===== src/hdl/ffg_pkg.sv =====
// ----------------------------------------------------------------------------
// ffg_pkg
// Types, constants and helper functions of the fire flicker generator.
// ----------------------------------------------------------------------------
`timescale 1ns / 1ps

package ffg_pkg;

  // Defaults of the top level parameters.
  localparam int unsigned FRAME_MS_DEF        = 33;
  localparam int unsigned SINE_TABLE_BITS_DEF = 10;

  // Configuration register indexes.
  localparam logic [1:0] REG_INTENSITY = 2'd0;
  localparam logic [1:0] REG_SPEED     = 2'd1;
  localparam logic [1:0] REG_ENABLE    = 2'd2;
  localparam logic [1:0] REG_PAUSE     = 2'd3;

  localparam logic [6:0] INTENSITY_RST = 7'd70;
  localparam logic [3:0] SPEED_RST     = 4'd5;
  localparam logic [6:0] INTENSITY_MAX = 7'd100;
  localparam logic [3:0] SPEED_MIN     = 4'd1;
  localparam logic [3:0] SPEED_MAX     = 4'd10;

  // Q32 turn fraction per phase unit for the harmonics 1, 2.3 and 4.7.
  localparam logic [31:0] ANGLE_K1  = 32'd6835653;
  localparam logic [31:0] ANGLE_K23 = 32'd15722001;
  localparam logic [31:0] ANGLE_K47 = 32'd32127568;

  // Odd polynomial of the quarter-wave sine, Q30.
  localparam logic [31:0] SIN_A1 = 32'd1686629713;
  localparam logic [31:0] SIN_A3 = 32'd693598669;
  localparam logic [31:0] SIN_A5 = 32'd85569306;
  localparam logic [31:0] SIN_A7 = 32'd5026994;
  localparam logic [31:0] SIN_A9 = 32'd172272;

  // Harmonic weights 0.5, 0.3 and 0.2 in Q16.
  localparam logic [31:0] WEIGHT_1  = 32'd32768;
  localparam logic [31:0] WEIGHT_23 = 32'd19661;
  localparam logic [31:0] WEIGHT_47 = 32'd13107;

  // ceil(2^32 / 200): exact floor division for dividends below 2^23.
  localparam logic [31:0] RECIP_200 = 32'd21474837;

  localparam logic [31:0] GREEN_SCALE  = 32'd100;
  localparam logic [7:0]  GREEN_BASE   = 8'd80;
  localparam logic [31:0] BRIGHT_SCALE = 32'd70;
  localparam logic [16:0] FACTOR_HALF  = 17'd32768;
  localparam logic [16:0] FACTOR_MIN   = 17'd19661;
  localparam logic [16:0] FACTOR_MAX   = 17'd65536;
  localparam logic [16:0] FLICKER_MAX  = 17'd65536;

  localparam logic [7:0] RED_LEVEL  = 8'd255;
  localparam logic       BLUE_LEVEL = 1'b0;

  localparam logic [1:0] HARM_LAST = 2'd2;

  // Datapath operations, one per cycle unless the last step waits for the output.
  typedef enum logic [3:0] {
    OP_IDLE,
    OP_ANGLE,
    OP_SQ,
    OP_P7,
    OP_P5,
    OP_P3,
    OP_P1,
    OP_MAG,
    OP_ACC,
    OP_ROUND,
    OP_GREEN,
    OP_SCALE,
    OP_DIV,
    OP_BRIGHT
  } op_t;

  typedef struct packed {
    logic [6:0] intensity;
    logic [3:0] speed;
    logic       enable;
    logic       pause;
  } cfg_t;

  typedef struct packed {
    logic       step;   // input transfer this cycle
    op_t        op;
    logic [1:0] harm;   // harmonic in work
  } cmd_t;

  typedef struct packed {
    logic frame_go;     // the offered item makes a frame
  } stat_t;

  function automatic logic [31:0] angle_k(input logic [1:0] harm);
    logic [31:0] k;
    case (harm)
      2'd0:    k = ANGLE_K1;
      2'd1:    k = ANGLE_K23;
      default: k = ANGLE_K47;
    endcase
    return k;
  endfunction

  function automatic logic [31:0] harm_weight(input logic [1:0] harm);
    logic [31:0] w;
    case (harm)
      2'd0:    w = WEIGHT_1;
      2'd1:    w = WEIGHT_23;
      default: w = WEIGHT_47;
    endcase
    return w;
  endfunction

endpackage


===== src/hdl/ffg_cfg.sv =====
// ----------------------------------------------------------------------------
// ffg_cfg
// Configuration register file of the fire flicker generator.
// ----------------------------------------------------------------------------
`timescale 1ns / 1ps

module ffg_cfg (
  input  logic          clk,
  input  logic          rst_n,
  input  logic          cfg_valid,
  output logic          cfg_ready,
  input  logic [1:0]    cfg_index,
  input  logic [6:0]    cfg_data,
  output ffg_pkg::cfg_t cfg
);
  import ffg_pkg::*;

  cfg_t cfg_r;

  assign cfg_ready = 1'b1;
  assign cfg       = cfg_r;

  always_ff @(posedge clk) begin
    if (!rst_n) begin
      cfg_r.intensity <= INTENSITY_RST;
      cfg_r.speed     <= SPEED_RST;
      cfg_r.enable    <= 1'b0;
      cfg_r.pause     <= 1'b0;
    end else if (cfg_valid && cfg_ready) begin
      unique case (cfg_index)
        REG_INTENSITY: cfg_r.intensity <= cfg_data;
        REG_SPEED:     cfg_r.speed     <= cfg_data[3:0];
        REG_ENABLE:    cfg_r.enable    <= cfg_data[0];
        REG_PAUSE:     cfg_r.pause     <= cfg_data[0];
        default: ;
      endcase
    end
  end

endmodule


===== src/hdl/ffg_ctrl.sv =====
// ----------------------------------------------------------------------------
// ffg_ctrl
// Sequencer that steps the shared multiplier datapath through one frame.
// ----------------------------------------------------------------------------
`timescale 1ns / 1ps

module ffg_ctrl (
  input  logic           clk,
  input  logic           rst_n,
  input  logic           in_valid,
  output logic           in_stall,
  output logic           out_valid,
  input  logic           out_stall,
  input  ffg_pkg::stat_t stat,
  output ffg_pkg::cmd_t  cmd
);
  import ffg_pkg::*;

  typedef enum logic [3:0] {
    ST_IDLE,
    ST_ANGLE,
    ST_SQ,
    ST_P7,
    ST_P5,
    ST_P3,
    ST_P1,
    ST_MAG,
    ST_ACC,
    ST_ROUND,
    ST_GREEN,
    ST_SCALE,
    ST_DIV,
    ST_BRIGHT
  } state_t;

  state_t     state_r, state_nxt;
  logic [1:0] harm_r, harm_nxt;
  logic       out_valid_r, out_valid_nxt;

  assign in_stall  = (state_r != ST_IDLE);
  assign out_valid = out_valid_r;

  always_comb begin
    state_nxt     = state_r;
    harm_nxt      = harm_r;
    out_valid_nxt = out_valid_r & out_stall;
    cmd.step      = 1'b0;
    cmd.op        = OP_IDLE;
    cmd.harm      = harm_r;
    unique case (state_r)
      ST_IDLE: begin
        cmd.step = in_valid;
        if (in_valid && stat.frame_go) begin
          state_nxt = ST_ANGLE;
          harm_nxt  = 2'd0;
        end
      end
      ST_ANGLE: begin
        cmd.op    = OP_ANGLE;
        state_nxt = ST_SQ;
      end
      ST_SQ: begin
        cmd.op    = OP_SQ;
        state_nxt = ST_P7;
      end
      ST_P7: begin
        cmd.op    = OP_P7;
        state_nxt = ST_P5;
      end
      ST_P5: begin
        cmd.op    = OP_P5;
        state_nxt = ST_P3;
      end
      ST_P3: begin
        cmd.op    = OP_P3;
        state_nxt = ST_P1;
      end
      ST_P1: begin
        cmd.op    = OP_P1;
        state_nxt = ST_MAG;
      end
      ST_MAG: begin
        cmd.op    = OP_MAG;
        state_nxt = ST_ACC;
      end
      ST_ACC: begin
        cmd.op = OP_ACC;
        if (harm_r == HARM_LAST) begin
          state_nxt = ST_ROUND;
        end else begin
          harm_nxt  = harm_r + 2'd1;
          state_nxt = ST_ANGLE;
        end
      end
      ST_ROUND: begin
        cmd.op    = OP_ROUND;
        state_nxt = ST_GREEN;
      end
      ST_GREEN: begin
        cmd.op    = OP_GREEN;
        state_nxt = ST_SCALE;
      end
      ST_SCALE: begin
        cmd.op    = OP_SCALE;
        state_nxt = ST_DIV;
      end
      ST_DIV: begin
        cmd.op    = OP_DIV;
        state_nxt = ST_BRIGHT;
      end
      ST_BRIGHT: begin
        // The last step writes the output register, so it waits for a free slot.
        if (!out_valid_r || !out_stall) begin
          cmd.op        = OP_BRIGHT;
          out_valid_nxt = 1'b1;
          state_nxt     = ST_IDLE;
        end
      end
      default: state_nxt = ST_IDLE;
    endcase
  end

  always_ff @(posedge clk) begin
    if (!rst_n) begin
      state_r     <= ST_IDLE;
      harm_r      <= 2'd0;
      out_valid_r <= 1'b0;
    end else begin
      state_r     <= state_nxt;
      harm_r      <= harm_nxt;
      out_valid_r <= out_valid_nxt;
    end
  end

endmodule


===== src/hdl/ffg_dp.sv =====
// ----------------------------------------------------------------------------
// ffg_dp
// Datapath: timing state, phase, one shared 32x32 multiplier and the
// registers of the sine, flicker, green and brightness computation.
// ----------------------------------------------------------------------------
`timescale 1ns / 1ps

module ffg_dp #(
  parameter int unsigned FRAME_MS        = ffg_pkg::FRAME_MS_DEF,
  parameter int unsigned SINE_TABLE_BITS = ffg_pkg::SINE_TABLE_BITS_DEF
) (
  input  logic           clk,
  input  logic           rst_n,
  input  ffg_pkg::cfg_t  cfg,
  input  ffg_pkg::cmd_t  cmd,
  output ffg_pkg::stat_t stat,
  input  logic [31:0]    in_now_ms,
  input  logic           in_restart,
  output logic [7:0]     out_green,
  output logic [6:0]     out_brightness
);
  import ffg_pkg::*;

  localparam int unsigned NB = SINE_TABLE_BITS;

  logic [47:0] phase_r;
  logic [31:0] last_r;
  logic        seen_r;

  logic [31:0] t_r;
  logic [31:0] x2_r;
  logic [31:0] p_r;
  logic [16:0] s_mag_r;
  logic        s_neg_r;
  logic signed [33:0] acc_r;
  logic [16:0] f_mag_r;
  logic        f_neg_r;
  logic [7:0]  green_r;
  logic [22:0] v_r;
  logic [15:0] q_r;
  logic [7:0]  out_green_r;
  logic [6:0]  out_bright_r;

  logic [3:0]  spd_c;
  logic [6:0]  inten_c;
  logic [31:0] elapsed;
  logic        restart_go;

  logic [NB-1:0] idx;
  logic [1:0]    quad;
  logic [NB-2:0] q_m;
  logic [30:0]   x_w;

  logic [31:0] mul_a, mul_b;
  logic [63:0] prod;

  logic [33:0] acc_mag;
  logic [33:0] acc_rnd;
  logic [17:0] cm_sum;
  logic [16:0] b_sum;
  logic [16:0] b_c;
  logic [31:0] mag_rnd;

  assign out_green      = out_green_r;
  assign out_brightness = out_bright_r;

  // Register clamps.
  always_comb begin
    spd_c = cfg.speed;
    if (cfg.speed < SPEED_MIN) spd_c = SPEED_MIN;
    if (cfg.speed > SPEED_MAX) spd_c = SPEED_MAX;
    inten_c = (cfg.intensity > INTENSITY_MAX) ? INTENSITY_MAX : cfg.intensity;
  end

  // Frame decision for the offered item.
  assign elapsed       = in_now_ms - last_r;
  assign restart_go    = in_restart || (cfg.enable && !seen_r);
  assign stat.frame_go = cfg.enable && seen_r && !cfg.pause && !in_restart &&
                         (elapsed >= 32'(FRAME_MS));

  // Quarter-wave folding of the table index taken from the turn fraction.
  always_comb begin
    idx  = t_r[31 -: NB];
    quad = idx[NB-1 -: 2];
    if (quad[0]) begin
      q_m = ((NB-1)'(1) << (NB-2)) - {1'b0, idx[NB-3:0]};
    end else begin
      q_m = {1'b0, idx[NB-3:0]};
    end
    x_w = {q_m, {(32-NB){1'b0}}};
  end

  // Operand selection of the shared multiplier.
  always_comb begin
    b_sum = f_neg_r ? (FACTOR_HALF - {1'b0, q_r}) : (FACTOR_HALF + {1'b0, q_r});
    b_c   = b_sum;
    if (b_sum < FACTOR_MIN) b_c = FACTOR_MIN;
    if (b_sum > FACTOR_MAX) b_c = FACTOR_MAX;
    cm_sum = f_neg_r ? (18'd65536 - {1'b0, f_mag_r}) : (18'd65536 + {1'b0, f_mag_r});
    mul_a = 32'd0;
    mul_b = 32'd0;
    unique case (cmd.op)
      OP_ANGLE: begin
        mul_a = phase_r[31:0];
        mul_b = angle_k(cmd.harm);
      end
      OP_SQ: begin
        mul_a = {1'b0, x_w};
        mul_b = {1'b0, x_w};
      end
      OP_P7: begin
        mul_a = x2_r;
        mul_b = SIN_A9;
      end
      OP_P5, OP_P3, OP_P1: begin
        mul_a = x2_r;
        mul_b = p_r;
      end
      OP_MAG: begin
        mul_a = {1'b0, x_w};
        mul_b = p_r;
      end
      OP_ACC: begin
        mul_a = {15'd0, s_mag_r};
        mul_b = harm_weight(cmd.harm);
      end
      OP_GREEN: begin
        mul_a = {15'd0, cm_sum[17:1]};
        mul_b = GREEN_SCALE;
      end
      OP_SCALE: begin
        mul_a = {15'd0, f_mag_r};
        mul_b = {25'd0, inten_c};
      end
      OP_DIV: begin
        mul_a = {9'd0, v_r};
        mul_b = RECIP_200;
      end
      OP_BRIGHT: begin
        mul_a = {15'd0, b_c};
        mul_b = BRIGHT_SCALE;
      end
      default: ;
    endcase
  end

  assign prod    = {32'd0, mul_a} * {32'd0, mul_b};
  assign mag_rnd = prod[61:30] + 32'd8192;

  // Rounding of the weighted sum, halves away from zero.
  assign acc_mag = acc_r[33] ? 34'(-acc_r) : 34'(acc_r);
  assign acc_rnd = acc_mag + 34'd32768;

  // Timing state and phase.
  always_ff @(posedge clk) begin
    if (!rst_n) begin
      phase_r <= 48'd0;
      last_r  <= 32'd0;
      seen_r  <= 1'b0;
    end else begin
      if (!cfg.enable) begin
        seen_r <= 1'b0;
      end else if (cmd.step) begin
        seen_r <= 1'b1;
      end
      if (cmd.step) begin
        if (restart_go) begin
          phase_r <= 48'd0;
          last_r  <= in_now_ms;
        end else if (stat.frame_go) begin
          phase_r <= phase_r + 48'(spd_c);
          last_r  <= in_now_ms;
        end
      end
    end
  end

  // Arithmetic registers.
  always_ff @(posedge clk) begin
    if (cmd.step) begin
      acc_r <= '0;
    end
    unique case (cmd.op)
      OP_ANGLE: t_r  <= prod[31:0];
      OP_SQ:    x2_r <= prod[61:30];
      OP_P7:    p_r  <= SIN_A7 - prod[61:30];
      OP_P5:    p_r  <= SIN_A5 - prod[61:30];
      OP_P3:    p_r  <= SIN_A3 - prod[61:30];
      OP_P1:    p_r  <= SIN_A1 - prod[61:30];
      OP_MAG: begin
        s_mag_r <= mag_rnd[30:14];
        s_neg_r <= quad[1];
      end
      OP_ACC: begin
        if (s_neg_r) begin
          acc_r <= acc_r - $signed({2'b00, prod[31:0]});
        end else begin
          acc_r <= acc_r + $signed({2'b00, prod[31:0]});
        end
      end
      OP_ROUND: begin
        f_neg_r <= acc_r[33];
        if (acc_rnd[33:16] > {1'b0, FLICKER_MAX}) begin
          f_mag_r <= FLICKER_MAX;
        end else begin
          f_mag_r <= acc_rnd[32:16];
        end
      end
      OP_GREEN: green_r <= GREEN_BASE + {1'b0, prod[22:16]};
      OP_SCALE: v_r     <= prod[22:0];
      OP_DIV:   q_r     <= prod[47:32];
      OP_BRIGHT: begin
        out_green_r  <= green_r;
        out_bright_r <= prod[22:16];
      end
      default: ;
    endcase
  end

endmodule


===== src/hdl/led_fire_flicker_generator.sv =====
// ----------------------------------------------------------------------------
// led_fire_flicker_generator
// Fire flicker frame generator: turns millisecond timestamps into
// red/green/blue and brightness frames for an LED lamp.
// ----------------------------------------------------------------------------
//
//   Channel  Direction  Handshake             Payload
//   in_      input      in_valid / in_stall   in_now_ms[31:0], in_restart
//   out_     output     out_valid / out_stall out_red, out_green, out_blue,
//                                             out_brightness
//   cfg_     input      cfg_valid / cfg_ready cfg_index[1:0], cfg_data[6:0]
//
// An item that makes no frame is taken and the next one can follow right
// away. An item that makes a frame keeps the input stalled while the frame
// is computed: each of the three harmonics takes eight steps of the one
// shared 32x32 multiplier, and five more steps form flicker, green and
// brightness. The frame then sits in the output register while new items
// are taken. The last step waits while a previous frame is still stalled.
// Reset is synchronous and active low; cfg_ready is always high.
//
// ----------------------------------------------------------------------------
`timescale 1ns / 1ps

module led_fire_flicker_generator #(
  parameter int unsigned FRAME_MS        = ffg_pkg::FRAME_MS_DEF,
  parameter int unsigned SINE_TABLE_BITS = ffg_pkg::SINE_TABLE_BITS_DEF
) (
  input  logic        clk,
  input  logic        rst_n,

  input  logic        in_valid,
  output logic        in_stall,
  input  logic [31:0] in_now_ms,
  input  logic        in_restart,

  output logic        out_valid,
  input  logic        out_stall,
  output logic [7:0]  out_red,
  output logic [7:0]  out_green,
  output logic        out_blue,
  output logic [6:0]  out_brightness,

  input  logic        cfg_valid,
  output logic        cfg_ready,
  input  logic [1:0]  cfg_index,
  input  logic [6:0]  cfg_data
);
  import ffg_pkg::*;

  cfg_t  cfg;
  cmd_t  cmd;
  stat_t stat;

  // Red is always full and blue always off for the fire palette.
  assign out_red  = RED_LEVEL;
  assign out_blue = BLUE_LEVEL;

  // Register file: intensity, speed, enable and pause.
  ffg_cfg u_cfg (
    .clk       (clk),
    .rst_n     (rst_n),
    .cfg_valid (cfg_valid),
    .cfg_ready (cfg_ready),
    .cfg_index (cfg_index),
    .cfg_data  (cfg_data),
    .cfg       (cfg)
  );

  // The sequencer owns both handshakes; it accepts an item only when idle
  // and raises out_valid once the frame has been written.
  ffg_ctrl u_ctrl (
    .clk       (clk),
    .rst_n     (rst_n),
    .in_valid  (in_valid),
    .in_stall  (in_stall),
    .out_valid (out_valid),
    .out_stall (out_stall),
    .stat      (stat),
    .cmd       (cmd)
  );

  // The datapath decides whether an offered item makes a frame, keeps the
  // phase and the last frame time, and runs the fixed-point arithmetic.
  ffg_dp #(
    .FRAME_MS        (FRAME_MS),
    .SINE_TABLE_BITS (SINE_TABLE_BITS)
  ) u_dp (
    .clk            (clk),
    .rst_n          (rst_n),
    .cfg            (cfg),
    .cmd            (cmd),
    .stat           (stat),
    .in_now_ms      (in_now_ms),
    .in_restart     (in_restart),
    .out_green      (out_green),
    .out_brightness (out_brightness)
  );

endmodule


===== config.mk =====
export PLATFORM = sky130hd
export DESIGN_NAME = led_fire_flicker_generator
export DESIGN_NICKNAME = d
export VERILOG_FILES = /design/src/hdl/ffg_pkg.sv /design/src/hdl/ffg_cfg.sv /design/src/hdl/ffg_ctrl.sv /design/src/hdl/ffg_dp.sv /design/src/hdl/led_fire_flicker_generator.sv
export SDC_FILE = /design/constraint.sdc
export NUM_CORES = 2
export LEC_CHECK = 0
export BUFFER_PORTS_ARGS = -buffer_cell sky130_fd_sc_hd__buf_2
export CORE_ASPECT_RATIO = 1.4
export CORE_MARGIN = 3
export CORE_UTILIZATION = 45
export DETAILED_ROUTE_END_ITERATION = 10
export GPL_TIMING_DRIVEN = 0
export PLACE_DENSITY = 0.68
export SYNTH_ARGS = -nofsm -noshare
export SYNTH_HDL_FRONTEND = slang
export SYNTH_HIERARCHICAL = 1
export SYNTH_SLANG_ARGS = --single-unit

===== constraint.sdc =====
create_clock -name clk -period 13.8 [get_ports clk]
set_input_delay 0.69 -clock clk [delete_from_list [all_inputs] [get_ports clk]]
set_output_delay 0.69 -clock clk [all_outputs]
set_load 0.02 [all_outputs]

==> metrics <==
slack of the critical path 99.9 ps; detailed-route DRC error count 0; Placement Rows 150; setup TNS 0 ps; clk buf depth 3; Largest stage delay, worst path slightly below 800 ps; Final Hold Fails 0; violated checks max-capacitance violations; Core Region 120000 um2; Crit Path Max Fanout 10; DRT Wirelength 225000 um; die width roughly 300 um; crit share post-route ~99%; Routability Congestion between 1 and 1.5; reg-to-reg startpoint u_ctrl/state_r[1]; DR WL met2 103000 um; fin. max-slew vios 0; Met1 Wirelength about 80000 um; detailed-route vias per instance slightly below 6; Critical Path Sink u_dp/p_r[31]; Fillers between 10000 and 15000; largest net degree at the start of global routing 35; Num CTS Buffers 34; Worst-Margin Slew 1470 ps; 1st-iter DRT viols 4982; slew margin rel. 1.25%; full die area between 100000 and 150000 um2; Mean Syn Cell Area between 8 and 9 um2; dpl hpwl about 190000 um; Worst-path clk slew 60 ps; Required @ worst endpoint 14120 ps; Setup CP Type register to register; first-pass GRT wire length roughly 320000 um; number of port buffers 63; fin nets 7794; Die Ht 417 um; fraction of layout cells with a size suffix above 1 under 10%; CP arrival 14020 ps; hold crit path type primary input to register; Yosys reg bits 291; routed length per placed instance between 20 and 30 um; P_leak approximately 27 nW; Sink Count 291; outcome finished with violations; skew final around 34 ps; Post-synth EDFFs between 200 and 250; Total Power between 2 and 2.5 mW; FFs w/ async S/R, synth 0%; via count around 48000; initial antenna violation count 8; Max-Cap Viols 1; H-tree depth 2; CTS tree built; gr usage total 36.0%; Clock Tree Root clkbuf_16; Max Clock Freq 73.0 MHz; CP Capture Type register; synth unique cells 123; Hold Path Depth 2; post-synthesis sequential area ratio 14.6%; Worst setup SP type register; final setup fails 0; total gr overflow 0; worst hold start rst_n; max layer used met5; power per cell area about 35 nW/um2; FF-to-FF End u_dp/p_r[31]; metal3 WL between 15000 and 20000 um; Top Ports between 70 and 80; vias in the first global route slightly below 50000; final hold slack between 300 and 400 ps; Area growth syn-to-layout 10.5%; starting density of the core between 40 and 50%; Util after Layout between 50% and 60%; Pre-antenna DRT Iters 7; pre-CTS WS -4110 ps; Yosys Warn Count 6; Syn Std Cell Area roughly 54000 um2; Worst Reg-to-Reg Cells 44; Critical-path top delay cell a21oi_2; ys flop type edfxtp_1; r2r setup slk about 100 ps; crit path launch u_ctrl/state_r[1]; Mapped Cells around 6300; post-route ant nets 0; Max IR drop VDD ~0.085 mV; Clk Latency, worst-skew pair 590 ps; Final min period around 14000 ps; critical path's most frequent cell fa_1
-- registers in the layout, summed over array words and instances (netlist names), 10 cells and up --
name,cells
u_dp/last_r,32
u_dp/acc_r,34
u_dp/p_r,32
u_dp/q_r,16
u_dp/s_mag_r,17
u_dp/f_mag_r,17
u_cfg/cfg,13
u_dp/t_r,10
u_dp/v_r,23
u_dp/x2_r,32
u_dp/phase_r,32
-- cells in the final DEF, fill, tap and decap left out, drive strengths merged, types with 15 or more instances in the layout --
| master | synthesis | final |
|---|---|---|
| a21o | 77 | 77 |
| dfxtp | 85 | 85 |
| or2 | 18 | 18 |
| nand3 | 76 | 76 |
| o21bai | 22 | 22 |
| clkinv | 2 | 18 |
| nand4 | 47 | 47 |
| o31ai | 32 | 32 |
| o211ai | 26 | 26 |
| nand2 | 889 | 889 |
| o21a | 36 | 36 |
| and2 | 60 | 60 |
| a31oi | 34 | 34 |
| or3 | 33 | 33 |
| xnor2 | 161 | 161 |
| nor2 | 657 | 657 |
| clkbuf | 252 | 249 |
| nor3 | 68 | 68 |
| edfxtp | 206 | 206 |
| xor2 | 91 | 91 |
| fa | 899 | 899 |
| and3 | 34 | 34 |
| a222oi | 16 | 16 |
| o21ai | 178 | 178 |
| nand2b | 46 | 46 |
| nor2b | 97 | 97 |
| buf | 56 | 228 |
| a21oi | 272 | 272 |
| ha | 356 | 356 |
| a211oi | 24 | 24 |
| mux2i | 32 | 32 |
| inv | 1145 | 1147 |
| nor4 | 23 | 23 |
| a21boi | 15 | 15 |
| a22oi | 25 | 25 |
-- worst min-delay path by stage --
| stage | to | slack (ps) |
|---|---|---|
| 2_1_floorplan | u_dp/out_green[0] | 400 |
| 3_3_place_gp | u_dp/out_green[1] | 400 |
| 3_5_place_dp | u_dp/out_green[1] | 400 |
| 4_1_cts | u_ctrl/state_r[0] | 340 |
| 5_1_grt | u_cfg/cfg[3] | 370 |
| 6_report | u_ctrl/state_r[0] | 370 |
-- report_power, final --
group	leakage [nW]	switching, mW	internal, mW	total, mW
clock network	0.554	0.425	0.506	0.931
logic	24.0	0.143	0.0895	0.233
registers	2.64	0.0116	0.938	0.949
-- cells by family after synthesis --
logic type	share of synthesized area (%)
adder cells (fa/ha/maj)	41.4
AND/OR/NAND/NOR	17.4
other	0.0208
XOR/XNOR	4.18
flip-flops	14.6
multiplexers	0.632
AO/OA/AOI/OAI	11.6
buffers and inverters	10.2
-- through the flow --
stage | std cells | area (um2)
global route | 8114 | 59900
finish | 8121 | 59900
detailed placement | 8000 | 56900
CTS | 8083 | 59100
global placement | 7983 | 56500
floorplan | 6324 | 54200
-- critical path: cells and delay by family (launching register included) --
kind	cells	cell delay (ps)
fa+ha+maj	10	4910
compound gates	11	3180
buf+inv	13	2850
simple gates	9	1960
flops	1	350
xor+xnor	1	100
-- cells in the mapped netlist, drive strengths merged (60+ instances only) --
library cell | instances | area [um2]
a21o | 77 | 578
a21oi | 272 | 1370
and2 | 60 | 377
clkbuf | 252 | 947
dfxtp | 85 | 1700
edfxtp | 206 | 6190
fa | 899 | 18000
ha | 356 | 4450
inv | 1145 | 4300
nand2 | 889 | 3340
nand3 | 76 | 380
nor2 | 657 | 2470
nor2b | 97 | 607
nor3 | 68 | 374
o21ai | 178 | 921
xnor2 | 161 | 1450
xor2 | 91 | 812
-- timing repair --
action | in CTS | in global routing
setup endpoints to repair | 118 | 34
pin swaps | 18 | 31
buffers inserted | 35 | 42
hold buffers | 0 | 0
gates resized for setup | 251 | 168
-- routing by layer --
layer	global-route usage, %	up-vias
met4	28.6	4
met3	7.57	893
met2	58.4	2504
met1	41.2	23767
met5	0	-
li1	-	20440
-- area by class of cell --
class | instances | area [um2] | area share, %
buffer | 283 | 1460 | 2.44
clock inverter | 23 | 250 | 0.418
multi-input combinational | 4578 | 41900 | 69.9
clock buffer | 39 | 900 | 1.50
antenna | 7 | 17.5 | 0.0292
inverter | 1147 | 4320 | 7.21
sequential | 291 | 7890 | 13.2
tap | 1596 | 2000 | 3.33
timing repair buffer | 157 | 1230 | 2.05
No activity file was read; power rests on OpenSTA's default activity.
